$ cat config.mk
export PLATFORM = sky130hd
export DESIGN_NAME = tape_pulse_block_deframer
export DESIGN_NICKNAME = d
export VERILOG_FILES = /design/src/sv/tpbd_pkg.sv /design/src/sv/tpbd_bitrec.sv /design/src/sv/tpbd_framer.sv /design/src/sv/tape_pulse_block_deframer.sv
export SDC_FILE = /design/constraint.sdc
export NUM_CORES = 1
export LEC_CHECK = 0
export BUFFER_PORTS_ARGS = -buffer_cell sky130_fd_sc_hd__buf_2
export CAP_MARGIN = 20
export CORE_MARGIN = 2
export CORE_UTILIZATION = 40
export CTS_CLUSTER_SIZE = 25
export DETAILED_ROUTE_END_ITERATION = 16
export GPL_TIMING_DRIVEN = 0
export SETUP_SLACK_MARGIN = 0.3
export SYNTH_ARGS = -nofsm -noshare
export SYNTH_HDL_FRONTEND = slang
export SYNTH_SLANG_ARGS = --single-unit
$ cat constraint.sdc
create_clock -name clk_i -period 6.53 [get_ports clk_i]
set_input_delay 0.9795 -clock clk_i [delete_from_list [all_inputs] [get_ports clk_i]]
set_output_delay 0.9795 -clock clk_i [all_outputs]
set_load 0.01 [all_outputs]
$ cat src/sv/tpbd_pkg.sv
`timescale 1ns / 1ps
package tpbd_pkg;

  // Framing constants
  localparam logic [31:0] SYNC_WORD   = 32'h0101_3c5a;
  localparam logic [11:0] DELAY_RESET = 12'd555;

  // Level codes
  localparam logic [1:0] LEVEL_ZERO = 2'd0;

  // Byte kinds on the result word
  localparam logic [1:0] KIND_TYPE  = 2'd0;
  localparam logic [1:0] KIND_LEN   = 2'd1;
  localparam logic [1:0] KIND_DATA  = 2'd2;
  localparam logic [1:0] KIND_TRAIL = 2'd3;

  // Register indexes on the configuration port
  localparam logic REG_DELAY = 1'b0;
  localparam logic REG_LEVEL = 1'b1;

  typedef struct packed {
    logic [1:0]  pulse_level;
    logic [15:0] pulse_length;
  } in_word_t;

  typedef struct packed {
    logic [1:0] byte_kind;
    logic [7:0] byte_value;
    logic [7:0] running_sum;
    logic       block_end;
  } out_word_t;

  // Recovered bit passed from the bit recovery to the framer
  typedef struct packed {
    logic valid;
    logic value;
  } bit_t;

endpackage

$ cat src/sv/tpbd_bitrec.sv
`timescale 1ns / 1ps
module tpbd_bitrec (
  input  logic              clk_i,
  input  logic              rst_ni,
  input  logic              en_i,
  input  tpbd_pkg::in_word_t pulse_i,
  input  logic [11:0]       sample_delay_i,
  input  logic              level_we_i,
  input  logic [1:0]        level_wdata_i,
  output tpbd_pkg::bit_t    bit_o
);
  import tpbd_pkg::*;

  logic [1:0]  last_level_q, last_level_d;
  logic        measuring_q, measuring_d;
  logic [16:0] elapsed_q, elapsed_d;

  logic        start;
  logic        active;
  logic [16:0] base;
  logic [16:0] sum;
  logic        done;

  // Find the transition pulse and accumulate time up to the sample point
  always_comb begin
    start  = !measuring_q && (pulse_i.pulse_level != last_level_q) &&
             (pulse_i.pulse_level != LEVEL_ZERO);
    active = measuring_q || start;
    base   = measuring_q ? elapsed_q : 17'd0;
    sum    = base + {1'b0, pulse_i.pulse_length};
    done   = active && (sum >= {5'd0, sample_delay_i});
    bit_o.valid = done;
    bit_o.value = (pulse_i.pulse_level == last_level_q);
  end

  // Next measurement state
  always_comb begin
    last_level_d = last_level_q;
    measuring_d  = measuring_q;
    elapsed_d    = elapsed_q;
    if (en_i) begin
      if (done) begin
        last_level_d = pulse_i.pulse_level;
        measuring_d  = 1'b0;
        elapsed_d    = 17'd0;
      end else if (active) begin
        measuring_d = 1'b1;
        elapsed_d   = sum;
      end
    end
    if (level_we_i) begin
      last_level_d = level_wdata_i;
    end
  end

  always_ff @(posedge clk_i or negedge rst_ni) begin
    if (!rst_ni) begin
      last_level_q <= LEVEL_ZERO;
      measuring_q  <= 1'b0;
      elapsed_q    <= 17'd0;
    end else begin
      last_level_q <= last_level_d;
      measuring_q  <= measuring_d;
      elapsed_q    <= elapsed_d;
    end
  end

`ifndef SYNTH
  // Time is only carried while a transition is being measured
  a_idle_no_time: assert property (@(posedge clk_i) disable iff (!rst_ni)
    !measuring_q |-> elapsed_q == 17'd0)
    else $error("elapsed time held while not measuring");
`endif

endmodule

$ cat src/sv/tpbd_framer.sv
`timescale 1ns / 1ps
module tpbd_framer (
  input  logic                clk_i,
  input  logic                rst_ni,
  input  logic                en_i,
  input  tpbd_pkg::bit_t      bit_i,
  output logic                res_valid_o,
  output tpbd_pkg::out_word_t res_o
);
  import tpbd_pkg::*;

  localparam logic [2:0] PH_HUNT  = 3'd0;
  localparam logic [2:0] PH_TYPE  = 3'd1;
  localparam logic [2:0] PH_LEN   = 3'd2;
  localparam logic [2:0] PH_DATA  = 3'd3;
  localparam logic [2:0] PH_TRAIL = 3'd4;

  logic [2:0]  phase_q, phase_d;
  logic [31:0] sync_q, sync_d;
  logic [2:0]  bit_idx_q, bit_idx_d;
  logic [7:0]  byte_q, byte_d;
  logic [7:0]  left_q, left_d;
  logic [7:0]  csum_q, csum_d;

  logic [31:0] sync_shifted;
  logic [7:0]  byte_full;
  logic [2:0]  idx_next;
  logic [7:0]  csum_add;
  logic [7:0]  len_left;
  logic [7:0]  left_dec;

  always_comb begin
    sync_shifted = {sync_q[30:0], bit_i.value};
    byte_full    = {byte_q[6:0], bit_i.value};
    idx_next     = bit_idx_q + 3'd1;
    csum_add     = csum_q + byte_full;
    len_left     = byte_full - 8'd2;
    left_dec     = left_q - 8'd1;
  end

  // Hunt for sync, then assemble bytes and walk through the block
  always_comb begin
    phase_d     = phase_q;
    sync_d      = sync_q;
    bit_idx_d   = bit_idx_q;
    byte_d      = byte_q;
    left_d      = left_q;
    csum_d      = csum_q;
    res_valid_o = 1'b0;
    res_o       = '{byte_kind: KIND_TYPE, byte_value: byte_full,
                    running_sum: 8'd0, block_end: 1'b0};
    if (bit_i.valid) begin
      if (phase_q == PH_HUNT || phase_q > PH_TRAIL) begin
        sync_d = sync_shifted;
        if (sync_shifted == SYNC_WORD) begin
          phase_d   = PH_TYPE;
          bit_idx_d = 3'd0;
          byte_d    = 8'd0;
          csum_d    = 8'd0;
        end
      end else begin
        byte_d    = byte_full;
        bit_idx_d = idx_next;
        if (idx_next == 3'd0) begin
          byte_d      = 8'd0;
          res_valid_o = 1'b1;
          unique case (phase_q)
            PH_TYPE: begin
              res_o.byte_kind = KIND_TYPE;
              phase_d         = PH_LEN;
            end
            PH_LEN: begin
              res_o.byte_kind = KIND_LEN;
              csum_d          = 8'd0;
              left_d          = len_left;
              phase_d         = (len_left != 8'd0) ? PH_DATA : PH_TRAIL;
            end
            PH_DATA: begin
              res_o.byte_kind   = KIND_DATA;
              res_o.running_sum = csum_add;
              csum_d            = csum_add;
              left_d            = left_dec;
              if (left_dec == 8'd0) begin
                phase_d = PH_TRAIL;
              end
            end
            default: begin
              res_o.byte_kind   = KIND_TRAIL;
              res_o.running_sum = csum_add;
              res_o.block_end   = 1'b1;
              phase_d           = PH_HUNT;
              sync_d            = 32'd0;
              csum_d            = 8'd0;
              bit_idx_d         = 3'd0;
            end
          endcase
        end
      end
    end
  end

  always_ff @(posedge clk_i or negedge rst_ni) begin
    if (!rst_ni) begin
      phase_q   <= PH_HUNT;
      sync_q    <= 32'd0;
      bit_idx_q <= 3'd0;
      byte_q    <= 8'd0;
      left_q    <= 8'd0;
      csum_q    <= 8'd0;
    end else if (en_i) begin
      phase_q   <= phase_d;
      sync_q    <= sync_d;
      bit_idx_q <= bit_idx_d;
      byte_q    <= byte_d;
      left_q    <= left_d;
      csum_q    <= csum_d;
    end
  end

`ifndef SYNTH
  // A closing trailer always sends the framer back to hunting
  a_trail_hunt: assert property (@(posedge clk_i) disable iff (!rst_ni)
    en_i && res_valid_o && res_o.block_end |=> phase_q == PH_HUNT && sync_q == 32'd0)
    else $error("framer did not return to hunt after trailer");

  // Byte assembly only runs while inside a block
  a_hunt_idx: assert property (@(posedge clk_i) disable iff (!rst_ni)
    phase_q == PH_HUNT |-> bit_idx_q == 3'd0)
    else $error("bit index moved while hunting");
`endif

endmodule

$ cat src/sv/tape_pulse_block_deframer.sv
`timescale 1ns / 1ps
// Path: a pulse word is held in the input register, and its result word in the output register.
// Throughput: one pulse word per cycle; the input register and the state update of the
// bit recovery and framer take a new word every cycle unless the output register is held.
// Reset: rst_ni clears all control state asynchronously; sample_delay returns to 555,
// initial_level and the last sampled level to zero, and the framer to sync hunting.
module tape_pulse_block_deframer (
  input  logic                clk_i,
  input  logic                rst_ni,
  input  logic                in_valid_i,
  output logic                in_ready_o,
  input  tpbd_pkg::in_word_t  in_data_i,
  output logic                out_valid_o,
  input  logic                out_ready_i,
  output tpbd_pkg::out_word_t out_data_o,
  input  logic                psel,
  input  logic                penable,
  input  logic                pwrite,
  input  logic [2:0]          paddr,
  input  logic [31:0]         pwdata,
  output logic [31:0]         prdata,
  output logic                pready
);
  import tpbd_pkg::*;

  logic        in_valid_q;
  in_word_t    in_word_q;
  logic        out_valid_q;
  out_word_t   out_word_q;
  logic [11:0] delay_q;
  logic [1:0]  init_level_q;

  logic        cfg_we;
  logic        level_we;
  logic        fire;
  bit_t        rec_bit;
  logic        res_valid;
  out_word_t   res_word;

  // Configuration port
  assign pready   = 1'b1;
  assign cfg_we   = psel && penable && pwrite;
  assign level_we = cfg_we && (paddr[2] == REG_LEVEL);

  always_ff @(posedge clk_i or negedge rst_ni) begin
    if (!rst_ni) begin
      delay_q      <= DELAY_RESET;
      init_level_q <= LEVEL_ZERO;
    end else if (cfg_we) begin
      if (paddr[2] == REG_DELAY) begin
        delay_q <= pwdata[11:0];
      end else begin
        init_level_q <= pwdata[1:0];
      end
    end
  end

  always_comb begin
    if (paddr[2] == REG_DELAY) begin
      prdata = {20'd0, delay_q};
    end else begin
      prdata = {30'd0, init_level_q};
    end
  end

  // Process the held word when its result has somewhere to go
  assign fire       = in_valid_q && (!out_valid_q || out_ready_i || !res_valid);
  assign in_ready_o = !in_valid_q || fire;

  // Input register
  always_ff @(posedge clk_i or negedge rst_ni) begin
    if (!rst_ni) begin
      in_valid_q <= 1'b0;
    end else if (in_ready_o) begin
      in_valid_q <= in_valid_i;
    end
  end

  always_ff @(posedge clk_i) begin
    if (in_ready_o && in_valid_i) begin
      in_word_q <= in_data_i;
    end
  end

  tpbd_bitrec u_bitrec (
    .clk_i          (clk_i),
    .rst_ni         (rst_ni),
    .en_i           (fire),
    .pulse_i        (in_word_q),
    .sample_delay_i (delay_q),
    .level_we_i     (level_we),
    .level_wdata_i  (pwdata[1:0]),
    .bit_o          (rec_bit)
  );

  tpbd_framer u_framer (
    .clk_i       (clk_i),
    .rst_ni      (rst_ni),
    .en_i        (fire),
    .bit_i       (rec_bit),
    .res_valid_o (res_valid),
    .res_o       (res_word)
  );

  // Output register
  always_ff @(posedge clk_i or negedge rst_ni) begin
    if (!rst_ni) begin
      out_valid_q <= 1'b0;
    end else if (fire && res_valid) begin
      out_valid_q <= 1'b1;
    end else if (out_ready_i) begin
      out_valid_q <= 1'b0;
    end
  end

  always_ff @(posedge clk_i) begin
    if (fire && res_valid) begin
      out_word_q <= res_word;
    end
  end

  assign out_valid_o = out_valid_q;
  assign out_data_o  = out_word_q;

`ifndef SYNTH
  // Only the trailer closes a block
  a_end_trail: assert property (@(posedge clk_i) disable iff (!rst_ni)
    out_valid_q && out_word_q.block_end |-> out_word_q.byte_kind == KIND_TRAIL)
    else $error("block end on a byte that is not the trailer");

  // Header bytes carry no running sum
  a_head_sum: assert property (@(posedge clk_i) disable iff (!rst_ni)
    out_valid_q && (out_word_q.byte_kind == KIND_TYPE || out_word_q.byte_kind == KIND_LEN)
    |-> out_word_q.running_sum == 8'd0)
    else $error("nonzero sum on a header byte");

  // A held input word is never dropped while it waits
  a_hold_in: assert property (@(posedge clk_i) disable iff (!rst_ni)
    in_valid_q && !fire |=> in_valid_q && $stable(in_word_q))
    else $error("waiting input word lost");
`endif

endmodule
=== Word-level counts from Yosys, hierarchy flattened ===
Cells that the tools add are included.

* Add/subtract/negate cells: 5
* $lt $le $gt $ge: 2
* Equality and inequality tests: 10
* Multiplexer cells: 36
* Bitwise logic cells: 4
* Reduce and logical (&&, ||, !) cells: 41

{| class="wikitable"
|+ Operator list
! cell !! count
|-
| 31-bit 2-to-1 mux || 3
|-
| 17-bit 2-to-1 mux || 3
|-
| 32-bit by 25-bit == test with 1-bit output (second input constant) || 1
|-
| 8-bit one-hot mux with 2 select lines || 2
|-
| 3-bit 2-to-1 mux || 9
|-
| 8-bit 2-to-1 mux || 3
|-
| 17-bit by 16-bit adder with 17-bit output || 1
|-
| 17-bit by 12-bit greater-or-equal comparator with 1-bit output || 1
|-
| 5-bit AND reduction || 3
|-
| 7-bit 2-to-1 mux || 2
|-
| 2-bit nonzero test || 7
|-
| 12-bit 2-to-1 mux || 1
|-
| 1-bit logical AND || 9
|-
| 3-bit one-hot mux with 3 select lines || 1
|-
| 8-bit adder || 1
|-
| 8-bit logical NOT || 1
|-
| 1-bit 2-to-1 mux || 8
|-
| 2-bit AND reduction || 4
|-
| 8-bit nonzero test || 1
|-
| 8-bit by 1-bit subtractor with 8-bit output (second input constant) || 1
|-
| 8-bit by 2-bit subtractor with 8-bit output (second input constant) || 1
|-
| 3-bit by 2-bit == test with 1-bit output (second input constant) || 2
|-
| 3-bit logical NOT || 2
|-
| 2-bit 2-to-1 mux || 3
|-
| other kinds (16) || 28
|}

* Register bits after elaboration: 133
* Bits of input ports: 60
* Logic and storage cells: 117

=== Logic depth before layout (Yosys ltp) ===
* Depth in word-level cells: 11
* Mapped depth: 19
* Mapped depth without buffers: 17

=== By module ===
A second synthesis with hierarchy kept.

* Cell total of the unflattened synthesis: 689
* Area total of the unflattened synthesis: 7458.4 µm²

{| class="wikitable"
|+ Modules (own cells, without submodules)
! module !! instances !! cells an instance !! area each (µm²) !! sequential area each (µm²)
|-
| tpbd_framer || 1 || 301 || 3208.1 || 1501.4
|-
| tpbd_bitrec || 1 || 273 || 2189.6 || 500.5
|-
| tape_pulse_block_deframer || 1 || 115 || 2060.7 || 1517.7
|}

=== Least setup slack after synthesis ===
OpenSTA, ideal clock, no wires.

* Path kind: register -> register
* Start point: register u_bitrec.measuring_q
* End point: register in_word_q[0] in the netlist's numbering (enable)
* Library setup time: 0.421 ns
* Data arrival time: 5.102 ns
* Data required time: 6.109 ns
* Path slack: 1.007 ns
* Stages on the path, launching flop included: 18
* Path buffers: 2
* Period minus slack after synthesis: 5.523 ns
* Cell sequence: dfrtp_1 > and2_1 > ha_1 > fa_1 > a211oi_1 > o211a_1 > o21ai_0 > xor2_1 > ha_1 > and3_1 > a31o_2 > a211oi_1 > and4_1 > nor4b_4 > buf_6 > buf_6 > nor2_2 > a21boi_0

* Longest elaborated chain between the ends: 11
* Elaborated cells on any way between the ends: 14
* Classes of those cells: add/sub: 1; order compare: 1; mux: 2; reduce/logical: 10

{| class="wikitable"
|+ RTL lines
! what !! RTL line !! text
|-
| start: declaration || tpbd_bitrec.sv:15 || <nowiki>logic measuring_q, measuring_d;</nowiki>
|-
| start signal: assignment || tpbd_bitrec.sv:63 || <nowiki>measuring_q <= measuring_d;</nowiki>
|-
| parallel branches: the longest is 4 deep, another holds 17-bit by 16-bit adder with 17-bit output || n/a ||
|-
| 1-bit logical AND (*) || tpbd_bitrec.sv:31 || <nowiki>done = active && (sum >= {5'd0, sample_delay_i});</nowiki>
|-
| 1-bit 2-to-1 mux (*) || tpbd_framer.sv:52 || <nowiki>if (bit_i.valid) begin</nowiki>
|-
| 1-bit logical NOT (*) || tape_pulse_block_deframer.sv:67 || <nowiki>assign fire = in_valid_q && (!out_valid_q || out_ready_i || !res_valid);</nowiki>
|-
| 1-bit logical OR (*) || tape_pulse_block_deframer.sv:67 ||
|-
| 1-bit logical AND (*) || tape_pulse_block_deframer.sv:67 ||
|-
| 1-bit logical OR (*) || tape_pulse_block_deframer.sv:68 || <nowiki>assign in_ready_o = !in_valid_q || fire;</nowiki>
|-
| 1-bit logical AND (*) || tape_pulse_block_deframer.sv:80 || <nowiki>if (in_ready_o && in_valid_i) begin</nowiki>
|-
| end signal: assignment || tape_pulse_block_deframer.sv:81 || <nowiki>in_word_q <= in_data_i;</nowiki>
|-
| end: declaration || tape_pulse_block_deframer.sv:27 || <nowiki>in_word_t in_word_q;</nowiki>
|}

Mark *: on every way between the ends.
A chain may end at the register's enable or synchronous reset.

=== Worst setup path in the final report ===
* Start point: register u_bitrec.measuring_q
* End point: output in_ready_o

* Longest elaborated chain between the ends: 10
* Elaborated cells on any way between the ends: 13
* Classes of those cells: add/sub: 1; order compare: 1; mux: 2; reduce/logical: 9

{| class="wikitable"
|+ RTL lines
! what !! RTL line !! text
|-
| parallel branches: the longest is 4 deep, another holds 17-bit by 16-bit adder with 17-bit output || n/a ||
|-
| 1-bit logical AND (*) || tpbd_bitrec.sv:31 ||
|-
| 1-bit 2-to-1 mux (*) || tpbd_framer.sv:52 ||
|-
| 1-bit logical NOT (*) || tape_pulse_block_deframer.sv:67 ||
|-
| 1-bit logical OR (*) || tape_pulse_block_deframer.sv:67 ||
|-
| 1-bit logical AND (*) || tape_pulse_block_deframer.sv:67 ||
|-
| 1-bit logical OR (*) || tape_pulse_block_deframer.sv:68 ||
|-
| end: declaration || tape_pulse_block_deframer.sv:11 || <nowiki>output logic in_ready_o,</nowiki>
|}

Marks and branches as above.

==> tab_implementation.tex <==
\begin{tabular}{lr}
\hline
Metric & Value \\
\hline
\multicolumn{2}{l}{\textbf{Critical path}} \\
\quad FF-to-FF path depth & 18 \\
\quad Worst setup path class & reg2out \\
\quad Capturing element of the worst setup path & in\_ready\_o \\
\quad CP Launch Point & u\_bitrec.measuring\_q \\
\quad Worst Path Arrival & 4.91 ns \\
\quad Critical path peak fanout & 10 \\
\quad Critical path endpoint category & output pin \\
\quad Worst-case register-to-register setup slack & 1.48 ns \\
\quad Launching point of the worst reg2reg path & u\_bitrec.measuring\_q \\
\quad Critical path required time & 5.55 ns \\
\quad Destination of the worst register-to-register timing path & in\_word\_q[3] \\
\quad Launching element type of the critical path & flop \\
\multicolumn{2}{l}{\textbf{Pwr}} \\
\quad Relative contribution of combinational cells to total power & 0.307 \\
\quad Net Sw Power & 1.08 mW \\
\quad Max IR drop VDD & 205 uV \\
\quad Switch share & 0.352 \\
\quad Power density of the placed cells & 347 mW/mm\^{}2 \\
\quad Clk network pwr share & 0.291 \\
\quad Pint & 1.99 mW \\
\quad Flop pwr share & 0.401 \\
\quad Lkg Pwr & 4.02 nW \\
\multicolumn{2}{l}{\textbf{Timing}} \\
\quad Final setup violation count & 0 \\
\quad Max-Slew Margin vs Limit & 0.452 \\
\quad Clock skew after layout & 0.0137 ns \\
\quad Tcrit/Tclk final & 0.903 \\
\quad Final max-slew violation count & 0 \\
\quad Slew at the pin closest to its max-slew limit & 0.822 ns \\
\quad Final count of hold timing violations & 0 \\
\quad Post-route setup slack & 0.637 ns \\
\quad Post-route minimum period & 5.89 ns \\
\quad RSZ-0062 raised after global routing & no \\
\quad Post-route setup TNS & 0 ns \\
\quad Achievable clock frequency & 170 MHz \\
\multicolumn{2}{l}{\textbf{Clock network}} \\
\quad Clock latency on the worst-skew pair & 0.43 ns \\
\quad Clock tree from TritonCTS & done \\
\quad Maximum clock insertion buffer count & 2 \\
\quad Clock transition at the register clock pins on the worst setup and hold paths after CTS & 0.05 ns \\
\quad CTS sink cnt & 133 \\
\quad H-tree level count & 4 \\
\quad Number of clock buffers inserted by TritonCTS & 17 \\
\quad Root buf cell & sky130\_fd\_sc\_hd\_\_clkbuf\_16 \\
\multicolumn{2}{l}{\textbf{Yosys}} \\
\quad Post-Synthesis Cells & 709 \\
\quad Sequential cell area fraction in the yosys report & 0.470 \\
\quad Most used standard cells in the synthesized netlist & sky130\_fd\_sc\_hd\_\_dfrtp\_1 (91), sky130\_fd\_sc\_hd\_\_nand2\_1 (66), sky130\_fd\_sc\_hd\_\_inv\_1 (63) \\
\quad Netlist Area Pre-Place & 0.00748 sq mm \\
\quad Average footprint of a synthesized cell & 10.6 sq um \\
\quad Cell types occupying the most area after synthesis & sky130\_fd\_sc\_hd\_\_dfrtp\_1 (30\%), sky130\_fd\_sc\_hd\_\_edfxtp\_1 (15\%), sky130\_fd\_sc\_hd\_\_ha\_1 (6.7\%), sky130\_fd\_sc\_hd\_\_mux2i\_1 (5.1\%), sky130\_fd\_sc\_hd\_\_nand2\_1 (3.3\%) \\
\quad Yosys synthesis warning count & 0 \\
\quad Count of flip-flops with a built-in enable after synthesis & 37 \\
\quad Yosys top cell by area & sky130\_fd\_sc\_hd\_\_dfrtp\_1 \\
\quad Proportion of synthesized flip-flops having asynchronous set or reset & 0.722 \\
\quad Top flip-flop cell by instance count after synthesis & sky130\_fd\_sc\_hd\_\_dfrtp\_1 \\
\quad Cell variety after synth & 70 \\
\quad Synth Register Bits & 133 \\
\quad Most frequently used cell type in the post-synthesis netlist & sky130\_fd\_sc\_hd\_\_dfrtp\_1 \\
\quad Synth top area share & 0.304 \\
\multicolumn{2}{l}{\textbf{Job}} \\
\quad Reported max-cap violation count & 0 \\
\multicolumn{2}{l}{\textbf{Placement}} \\
\quad Hpwl dp & 11.3 mm \\
\quad Port-buffer cells & 70 \\
\quad Worst slack after detailed placement & 0.836 ns \\
\quad Global placer's final weighted congestion & 0.822 \\
\quad Dpl cells & 1,034 \\
\multicolumn{2}{l}{\textbf{Global route}} \\
\quad Maximum number of pins on one net before global-route repair & 53 \\
\quad Wire length of the first global-routing pass & 26.1 mm \\
\quad Vias in the first global route & 5,297 \\
\quad Number of antenna violations at the first check in global routing & 0 \\
\quad GR Overflow Total & 0 \\
\quad Global Route Usage Sum & 0.165 \\
\multicolumn{2}{l}{\textbf{Drt}} \\
\quad Wire length the detailed router placed on met1 & 7.36 mm \\
\quad Via count & 5,322 \\
\quad Highest metal used & met4 \\
\quad DRT iter0 DRCs & 229 \\
\quad Post-route DRC & 0 \\
\quad Sum of met3 wire segment lengths after detailed routing & 503 um \\
\quad Routed vias/inst & 4.97 \\
\quad DRT Pass-1 Iters & 5 \\
\quad Total wire length after detailed routing & 15.5 mm \\
\quad Routed length on met2 & 7.42 mm \\
\quad DR WL/cell & 14.4 um \\
\quad ANT nets after route & 0 \\
\multicolumn{2}{l}{\textbf{Layout}} \\
\quad Antenna Diode Count & 0 \\
\quad Fillcell total & 1,735 \\
\quad Layout cells sized above 1 & 0.233 \\
\quad Count of nets after finishing & 926 \\
\quad Number of non-filler instances in the completed layout & 1,071 \\
\quad Area growth from synthesis to final layout & 18.1\% \\
\quad Fin util & 0.477 \\
\multicolumn{2}{l}{\textbf{Floorplanning}} \\
\quad Placeable core region & 0.0185 sq mm \\
\quad Placement Rows & 50 \\
\quad Effective utilization at floorplan & 0.404 \\
\quad Height of the die & 141 um \\
\quad Area of the die & 0.0198 sq mm \\
\quad Count of pins on the block boundary & 114 \\
\quad Horizontal extent of the die & 141 um \\
\multicolumn{2}{l}{\textbf{Worst hold path}} \\
\quad Hold Path Class & reg2reg \\
\multicolumn{2}{l}{\textbf{Run status}} \\
\quad Run status & finished, final reports clean \\
\hline
\end{tabular}
state kept, by name, summed over array words and instances, names as in the netlist:
| signal | flops |
|---|---|
| delay_q | 12 |
| in_valid_q | 1 |
| in_word_q | 18 |
| init_level_q | 2 |
| out_data_o | 19 |
| out_valid_o | 1 |
| u_bitrec.elapsed_q | 17 |
| u_bitrec.last_level_q | 2 |
| u_bitrec.measuring_q | 1 |
| u_framer.bit_idx_q | 3 |
| u_framer.byte_q | 7 |
| u_framer.csum_q | 8 |
| u_framer.left_q | 8 |
| u_framer.phase_q | 3 |
| u_framer.sync_q | 31 |
worst min path at each step:
stage                                      start                endpoint  slack, ns  cells past startpoint
after global placement    u_bitrec.elapsed_q[16]  u_bitrec.elapsed_q[16]       0.47                      1
after CTS                 u_bitrec.elapsed_q[14]  u_bitrec.elapsed_q[14]       0.49                      1
after floorplan           u_bitrec.elapsed_q[12]  u_bitrec.elapsed_q[12]       0.46                      1
final                     u_bitrec.elapsed_q[14]  u_bitrec.elapsed_q[14]       0.49                      1
after detailed placement  u_bitrec.elapsed_q[13]  u_bitrec.elapsed_q[13]       0.48                      1
after global routing       u_bitrec.elapsed_q[8]   u_bitrec.elapsed_q[8]       0.51                      1
layout by cell type (no fill, tap or decap), types with 15 or more instances in the layout:
| master | n |
|---|---|
| sky130_fd_sc_hd__a21o_1 | 15 |
| sky130_fd_sc_hd__xnor2_1 | 20 |
| sky130_fd_sc_hd__mux2i_1 | 38 |
| sky130_fd_sc_hd__conb_1 | 21 |
| sky130_fd_sc_hd__o21ai_0 | 30 |
| sky130_fd_sc_hd__nor2_1 | 31 |
| sky130_fd_sc_hd__inv_1 | 63 |
| sky130_fd_sc_hd__dfrtp_1 | 91 |
| sky130_fd_sc_hd__mux2_2 | 16 |
| sky130_fd_sc_hd__nand2_1 | 66 |
| sky130_fd_sc_hd__nor3_1 | 22 |
| sky130_fd_sc_hd__ha_1 | 40 |
| sky130_fd_sc_hd__edfxtp_1 | 37 |
| sky130_fd_sc_hd__buf_2 | 69 |
| sky130_fd_sc_hd__a21oi_1 | 25 |
| sky130_fd_sc_hd__buf_4 | 31 |
| sky130_fd_sc_hd__clkbuf_16 | 17 |
| sky130_fd_sc_hd__and2_1 | 29 |
| sky130_fd_sc_hd__nand3_1 | 15 |
logic make-up (layout without fill, tap and decap cells):
family,count (synthesis),count (layout),share of synthesized area
simple gates,213,213,0.149
flops,133,133,0.470
compound gates,131,131,0.128
buf+inv,103,212,0.0682
mux,55,55,0.0769
fa+ha+maj,42,42,0.0722
xor+xnor,30,30,0.0351
other cells,2,21,0.00100
routing by layer:
| metal | track usage | vias to the layer above |
|---|---|---|
| met5 | 0 | - |
| met4 | 0.0442 | 0 |
| met3 | 0.0435 | 13 |
| met2 | 0.273 | 84 |
| met1 | 0.215 | 2521 |
| li1 | - | 2704 |
power groups by stage:
stage,sequential [mW],clock (mW),combinational [mW]
after floorplan,1.20,0,0.733
final,1.23,0.894,0.943
after detailed placement,1.24,0,0.946
after global placement,1.24,0,0.931
after global routing,1.26,0.955,1.07
after CTS,1.23,0.913,0.951
cell type report:
type | instances | area (sq um) | area share
Timing Repair Buffer | 77 | 433 | 0.0490
Inverter | 63 | 236 | 0.0267
Tap cell | 234 | 293 | 0.0331
Clock inverter | 15 | 129 | 0.0146
Clock buffer | 17 | 425 | 0.0481
Buffer | 40 | 275 | 0.0311
Multi-Input combinational cell | 492 | 3530 | 0.399
Sequential cell | 133 | 3520 | 0.398
critical path: stages (launching register included):
cell                       delay, ns
sky130_fd_sc_hd__dfrtp_1        0.48
sky130_fd_sc_hd__and2_1         0.19
sky130_fd_sc_hd__ha_1           0.20
sky130_fd_sc_hd__fa_1           0.43
sky130_fd_sc_hd__a211oi_1       0.37
sky130_fd_sc_hd__o21a_1         0.20
sky130_fd_sc_hd__xnor2_1        0.18
sky130_fd_sc_hd__ha_1           0.31
sky130_fd_sc_hd__a211oi_1       0.28
sky130_fd_sc_hd__nor2_1         0.09
sky130_fd_sc_hd__o41ai_1        0.49
sky130_fd_sc_hd__and4_1         0.29
sky130_fd_sc_hd__nor4b_4        0.20
sky130_fd_sc_hd__buf_4          0.18
sky130_fd_sc_hd__buf_6          0.15
sky130_fd_sc_hd__buf_6          0.16
sky130_fd_sc_hd__nor2_2         0.06
sky130_fd_sc_hd__nand2_1        0.11
sky130_fd_sc_hd__buf_2          0.14
metrics by stage:
step | total power [mW] | instance area (sq um) | hold WS (ns)
detailed placement | 2.19 | 8250 | 0.475
CTS | 3.09 | 8800 | 0.492
finish | 3.07 | 8840 | 0.487
global placement | 2.17 | 8200 | 0.474
global route | 3.29 | 8840 | 0.507
floorplan | 1.93 | 7560 | 0.459
timing repair:
| item | in CTS | in global routing |
|---|---|---|
| buffers inserted | 0 | 5 |
| setup endpoints to repair | 0 | 1 |
| gates resized for setup | 0 | 2 |
| hold buffers | 0 | 0 |
(Power assumes the default switching activity.)
